==> config.mk <==
export PLATFORM = sky130hd
export DESIGN_NAME = dmir_div
export DESIGN_NICKNAME = d
export VERILOG_FILES = /design/src/rtl/dual_magnetometer_interference_removal_defines.svh /design/src/rtl/dmir_pkg.sv /design/src/rtl/dmir_div.sv
export SDC_FILE = /design/constraint.sdc
export NUM_CORES = 1
export LEC_CHECK = 0
export ABC_AREA = 1
export BUFFER_PORTS_ARGS = -buffer_cell sky130_fd_sc_hd__clkbuf_2
export CAP_MARGIN = 10
export CORE_MARGIN = 3
export CORE_UTILIZATION = 45
export CTS_BUF_LIST = sky130_fd_sc_hd__clkbuf_8
export CTS_CLUSTER_DIAMETER = 40
export DETAILED_ROUTE_END_ITERATION = 6
export PLACE_DENSITY = 0.7
export SETUP_SLACK_MARGIN = 0.02
export SLEW_MARGIN = 10
export SYNTH_ARGS = -nofsm -noshare
export SYNTH_HDL_FRONTEND = slang
export SYNTH_SLANG_ARGS = --single-unit
==> constraint.sdc <==
create_clock -name clk -period 5.49 [get_ports clk]
set_input_delay 0.2745 -clock clk [delete_from_list [all_inputs] [get_ports clk]]
set_output_delay 0.2745 -clock clk [all_outputs]
set_load 0.005 [all_outputs]
==> src/rtl/dual_magnetometer_interference_removal_defines.svh <==
// Assertion macros shared by the RTL of the interference removal block.
// No dependencies; included by the top level.
`ifndef DUAL_MAGNETOMETER_INTERFERENCE_REMOVAL_DEFINES_SVH
`define DUAL_MAGNETOMETER_INTERFERENCE_REMOVAL_DEFINES_SVH

// same-cycle implication
`define DMIR_ASSERT_NOW(label, ante, cons) \
  label: assert property (@(posedge clk) disable iff (rst) (ante) |-> (cons)) \
    else $error("dmir assertion failed");

// next-cycle implication
`define DMIR_ASSERT_NEXT(label, ante, cons) \
  label: assert property (@(posedge clk) disable iff (rst) (ante) |=> (cons)) \
    else $error("dmir assertion failed");

`endif

==> src/rtl/dmir_pkg.sv <==
// Shared constants and types for the interference removal block.
// No dependencies.
package dmir_pkg;

  localparam int OUT_W = 26;
  localparam int STATUS_W = 2;
  localparam int CORR_W = 64;

  localparam logic [STATUS_W-1:0] ST_OK    = 2'd0;
  localparam logic [STATUS_W-1:0] ST_DEGEN = 2'd1;
  localparam logic [STATUS_W-1:0] ST_RANGE = 2'd2;

  typedef struct packed {
    logic             ovf;
    logic [OUT_W-1:0] quot;
  } div_res_t;

endpackage

==> src/rtl/dmir_div.sv <==
// Iterative unsigned restoring divider, two quotient bits per cycle.
// Keeps the low quotient bits and a sticky flag for any higher bit. Uses dmir_pkg.
module dmir_div #(
  parameter int NW = 90,
  parameter int DW = 64
) (
  input  logic              clk,
  input  logic              rst,
  input  logic              start,
  input  logic [NW-1:0]     num,
  input  logic [DW-1:0]     den,
  output logic              done,
  output dmir_pkg::div_res_t res
);

  localparam int QW = dmir_pkg::OUT_W;
  localparam int STEPS = NW / 2;
  localparam int CNTW = $clog2(STEPS + 1);

  logic [DW-1:0]   rem;
  logic [NW-1:0]   num_sh;
  logic [DW-1:0]   den_r;
  logic [QW-1:0]   quot;
  logic            ovf;
  logic            busy;
  logic [CNTW-1:0] cnt;

  logic [DW:0]   r1, r2;
  logic [DW+1:0] d1, d2;
  logic          ge1, ge2;
  logic [DW-1:0] rem1, rem2;

  always_comb begin
    r1   = {rem, num_sh[NW-1]};
    d1   = {1'b0, r1} - {2'b00, den_r};
    ge1  = !d1[DW+1];
    rem1 = ge1 ? d1[DW-1:0] : r1[DW-1:0];
    r2   = {rem1, num_sh[NW-2]};
    d2   = {1'b0, r2} - {2'b00, den_r};
    ge2  = !d2[DW+1];
    rem2 = ge2 ? d2[DW-1:0] : r2[DW-1:0];
  end

  always_ff @(posedge clk) begin
    if (rst) begin
      busy <= 1'b0;
      done <= 1'b0;
      cnt  <= '0;
    end else begin
      done <= 1'b0;
      if (start) begin
        busy <= 1'b1;
        cnt  <= CNTW'(STEPS);
      end else if (busy) begin
        cnt <= cnt - 1'b1;
        if (cnt == CNTW'(1)) begin
          busy <= 1'b0;
          done <= 1'b1;
        end
      end
    end
  end

  always_ff @(posedge clk) begin
    if (start) begin
      rem    <= '0;
      num_sh <= num;
      den_r  <= den;
      quot   <= '0;
      ovf    <= 1'b0;
    end else if (busy) begin
      rem    <= rem2;
      num_sh <= {num_sh[NW-3:0], 2'b00};
      quot   <= {quot[QW-3:0], ge1, ge2};
      ovf    <= ovf | quot[QW-1] | quot[QW-2];
    end
  end

  assign res.quot = quot;
  assign res.ovf  = ovf;

endmodule

-- Word-level counts from Yosys, hierarchy flattened
Index checks and enable logic that the tools add are counted.
- $add $sub $neg: 3
- $mul: 0
- divide/modulo/power cells: 0
- magnitude comparators: 0
- eq/ne operators: 1
- shift operators: 0
- muxes and demuxes: 10
- bitwise gates (word level): 3
- reductions and logical operators: 5
- operator list (cell ; count):
    $mux W90 ; 2
    $sub A65 B64 Y66 ; 2
    $mux W64 ; 2
    $mux W6 ; 2
    $eq A6 B1 Y1 const B ; 1
    $sub A6 B1 Y6 const B ; 1
    $mux W1 ; 4
    $reduce_or A3 Y1 ; 1
    $logic_not A1 Y1 ; 2
    $or A1 B1 Y1 ; 2
    $reduce_bool A2 Y1 ; 1
    $reduce_or A2 Y1 ; 1
    $not A1 Y1 ; 1
- flip-flop bits (word level): 253
- latch bits: 0
- bits in writable memories: 0
- bits in read-only memories: 0
- input bits: 157
- word-level logic and storage cells: 31
- memories: 0

-- Logic depth before layout (Yosys ltp)
- word-level depth: 4
- mapped depth: 39
- mapped depth without buffers: 36

-- Least setup slack after synthesis
OpenSTA, ideal clock, no wires.
- path type: reg2reg
- from: register den_r[46]
- to: register rem[31]
- library setup time: 0.056 ns
- arrival: 4.036 ns
- required time: 5.434 ns
- path slack: 1.398 ns
- cell stages (with the launch flop): 35
- path buffers: 4
- cells stage by stage: edfxtp_1 > inv_1 > ha_1 > nand2_1 > inv_2 > nand2_1 > inv_2 > nand2_1 > nand2_1 > inv_1 > nand2_1 > a21oi_1 > nand3_2 > buf_2 > buf_2 > o21ai_0 > inv_1 > ha_1 > a21oi_1 > inv_1 > nor2_1 > nand2_1 > nand3_1 > nand2_1 > nand2_1 > nand2_1 > nand2_1 > nand2_1 > nand2_1 > clkbuf_1 > buf_2 > nand4_1 > nand3_1 > nand2_1 > inv_1
- word-level cells in the longest chain between the ends: 4
- RTL lines (element ; line ; RTL):
    from (decl) ; dmir_div.sv:22 ; logic [DW-1:0] den_r;
    from (signal assigned) ; dmir_div.sv:68 ; den_r <= den;
    $sub A65 B64 Y66 ; dmir_div.sv:35 ; d1 = {1'b0, r1} - {2'b00, den_r};
    $mux W64 ; dmir_div.sv:37 ; rem1 = ge1 ? d1[DW-1:0] : r1[DW-1:0];
    $sub A65 B64 Y66 ; dmir_div.sv:39 ; d2 = {1'b0, r2} - {2'b00, den_r};
    $mux W64 (*) ; dmir_div.sv:41 ; rem2 = ge2 ? d2[DW-1:0] : r2[DW-1:0];
    to (signal assigned) ; dmir_div.sv:72 ; rem <= rem2;
    to (decl) ; dmir_div.sv:20 ; logic [DW-1:0] rem;
Every way passes the cells marked *; elsewhere a longest branch is shown, timed or not.
A chain may end at the register's enable or synchronous reset.

-- Worst setup path after layout
- from: register den_r[23]
- to: register rem[44]
The elaborated chain is that of the path after synthesis.

==> key figures <==
Setup path
  • Req. time, crit path: 6.07 ns
  • Worst path bufs/invs: 7
  • Slowest Stage Delay on Critical Path: 0.43 ns
  • Crit start category: register
  • CP top delay family: simple AND/OR/NAND/NOR gates
  • Critical-path top delay cell: fa_1
  • CP most frequent cell: nand3_1
  • Arr. time, crit path: 5.78 ns
  • Crit. End Element: register
  • CP max FO: 20
  • Setup CP Type: register to register

CTS
  • Maximum level of the CTS H-tree: 2
  • Worst-path clk slew: 0.06 ns
  • Sink Count: 253
  • CTS tree: done
  • Root buffer cell: clkbuf_8
  • Clk buf depth: 3
  • TritonCTS Buffers: 51
  • Clk Latency, worst-skew pair: 0.66 ns

Outcome
  • Violated checks: DRC
  • Status: finished with violations

STA
  • F_max: 192.2 MHz
  • Final Cycle Share: 94.78%
  • Final Hold Vio Count: 0
  • RSZ-0062 raised after global routing: no
  • Final TNS setup: 0 ns
  • Final setup violation count: 0
  • Tmin final: 5.203 ns
  • Worst slew margin: 25.86%
  • Final Max Tran Viols: 0
  • Worst clock skew: 0.03532 ns
  • Worst-Margin Slew: 1.111 ns

Synth
  • Seq cells post-synth: 253
  • Synth Area in Adders: 7.706%
  • Syn_nets: 3728
  • XOR/XNOR Fraction of Synth Area: 2.835%
  • Syn avg cell area: 6.289 um^2
  • Synth Area in Simple Gates: 36.58%
  • Synthesized cell area: 0.02163 mm^2
  • Post-synth cell types: 48
  • Syn. warnings: 0
  • Predominant post-synthesis flop cell: edfxtp_1
  • Area contributors post-synth: nand2_1, edfxtp_1, inv_1
  • Seq/Total Area, Yosys: 30.55%
  • Number of synthesized flops with an enable pin: 154
  • Largest family of logic cells by synthesized area: simple AND/OR/NAND/NOR gates
  • Top-area cell type share of the netlist area: 22.34%
  • Leading area contributor after synthesis: nand2_1
  • Mux cell area share after synthesis: 0.09257%
  • Mapped Cells: 3439
  • Async SR Flop Fraction: 0%
  • Synth Area in Compound Gates: 9.800%

Power
  • Tot Pwr: 14.37 mW
  • Leakage power: 14.07 nW
  • Worst VDD drop: 0.2800 mV
  • P per Cell Area: 543.4 mW/mm^2

GRT
  • First-pass GRT wire length: 125200 um
  • Initial antenna violation count: 2
  • Pin count of the biggest net entering global routing: 95
  • Gr usage total: 31.87%
  • Vias in the first global route: 22490
  • Overflow after GRT: 0

Layout
  • Filler cells: 4631
  • Nets: 4119
  • Most frequent cells in the layout: nand2_1, inv_1, nor2_1, nand3_1, clkbuf_2
  • Most common cell after layout, fill and taps aside: nand2_1
  • Synthesis-to-layout area growth: 22.25%
  • Fraction of layout cells with a size suffix above 1: 11.41%

Drt
  • Routed wire length: 82560 um
  • DRC: 1
  • Via count: 23750
  • Pre-antenna DRT Iters: 7
  • DR vias/cell: 5.299
  • Initial DRC Count: 2903
  • Number of routed nets with antenna violations: 0
  • Drt wl/cell: 18.42 um

Floorplanning
  • DIE HEIGHT: 225.2 um
  • Row count: 79
  • Die width: 225.2 um
  • Die Area: 0.05073 mm^2
  • # IOs: 185
  • Initial core utilization: 45.97%
  • Core area: 0.04705 mm^2

Placed design
  • GP Congestion: 1.092
  • Final HPWL DP: 64320 um
  • Quantity of I/O buffers inserted on ports: 184

Flow run
  • Max-cap violation count: 0

Min path
  • HP Class: input port to register
final cells by class:
cell class              count  area [um^2]  area share (%)
well taps                 607        759.5           2.873
diodes                      2        5.005         0.01893
inverters                 611         2298           8.693
multi-input cells        2496        12520           47.34
flip-flops and latches    253         6608           24.99
clock buffers              61        839.6           3.175
repair buffers            417         3139           11.87
clock inverters            35        274.0           1.036
kinds of logic after synthesis:
| logic type | count (synthesis) |
|---|---|
| XOR/XNOR | 70 |
| multiplexers | 2 |
| buffers and inverters | 691 |
| AND/OR/NAND/NOR | 1924 |
| AO/OA/AOI/OAI | 367 |
| adder cells (fa/ha/maj) | 132 |
| flip-flops | 253 |
routing by layer:
metal / wire length [um] / vias up / part of all wire, % / global-route usage [%]
li1: - / 11680 / - / -
met1: 34910 / 10670 / 42 / 43.64
met2: 35450 / 1212 / 43 / 49.81
met3: 8083 / 195 / 9.8 / 5.458
met4: 4111 / 0 / 5.0 / 13.67
met5: 0 / - / 0 / 0
cells in the mapped netlist, types with 15 or more instances:
cell type  count
nor2_1       258
o22ai_1       22
o21bai_1      23
nor3_1        18
inv_1        584
buf_2         21
clkbuf_1      43
inv_2         25
nand4_1       81
ha_1         130
nor4_1        15
dfxtp_1       99
a21oi_1      157
xor2_1        38
o21ai_0      102
xnor2_1       32
nand2_1     1287
edfxtp_1     154
nand3_1      219
power by group:
part	internal [mW]	switching, mW
clock	1.17	0.932
sequential	2.33	0.247
combinational	3.30	6.39
sequential cells by signal, summed over array words and instances, names as in the netlist:
name / cells
num_sh: 90
cnt: 6
quot: 26
ovf: 1
rem: 64
done: 1
busy: 1
den_r: 64
stage by stage:
step / worst slack (ns) / cells / cell area [um^2] / hold slack (ns) / util [%]
2_1_floorplan: 1.398 / 3439 / 21630 / 0.3530 / -
3_3_place_gp: 0.2869 / 4224 / 23540 / 0.4392 / 50.03
3_5_place_dp: 0.3301 / 4224 / 23540 / 0.4532 / 50.03
4_1_cts: 0.3022 / 4475 / 26210 / 0.1545 / 55.70
5_1_grt: 0.01730 / 4482 / 26440 / 0.1885 / 56.19
6_report: 0.2868 / 4482 / 26440 / 0.1529 / 56.19
final timing paths:
kind,from,to,slack [ns],depth (start not counted)
setup / recovery,den_r[23],rem[44],0.29,27
hold / removal,start,den_r[43],0.15,1
setup reg to reg,den_r[23],rem[44],0.29,27
hold reg to reg,ovf,ovf,0.46,2
timing repair:
| item | CTS | global route |
|---|---|---|
| hold endpoints to repair | 159 | 0 |
| buffers inserted | 0 | 3 |
| endpoints found under the setup margin | 0 | 61 |
| hold buffers | 155 | 0 |
| resized for setup | 0 | 34 |
Note: power is estimated with default switching activity, not from simulation.
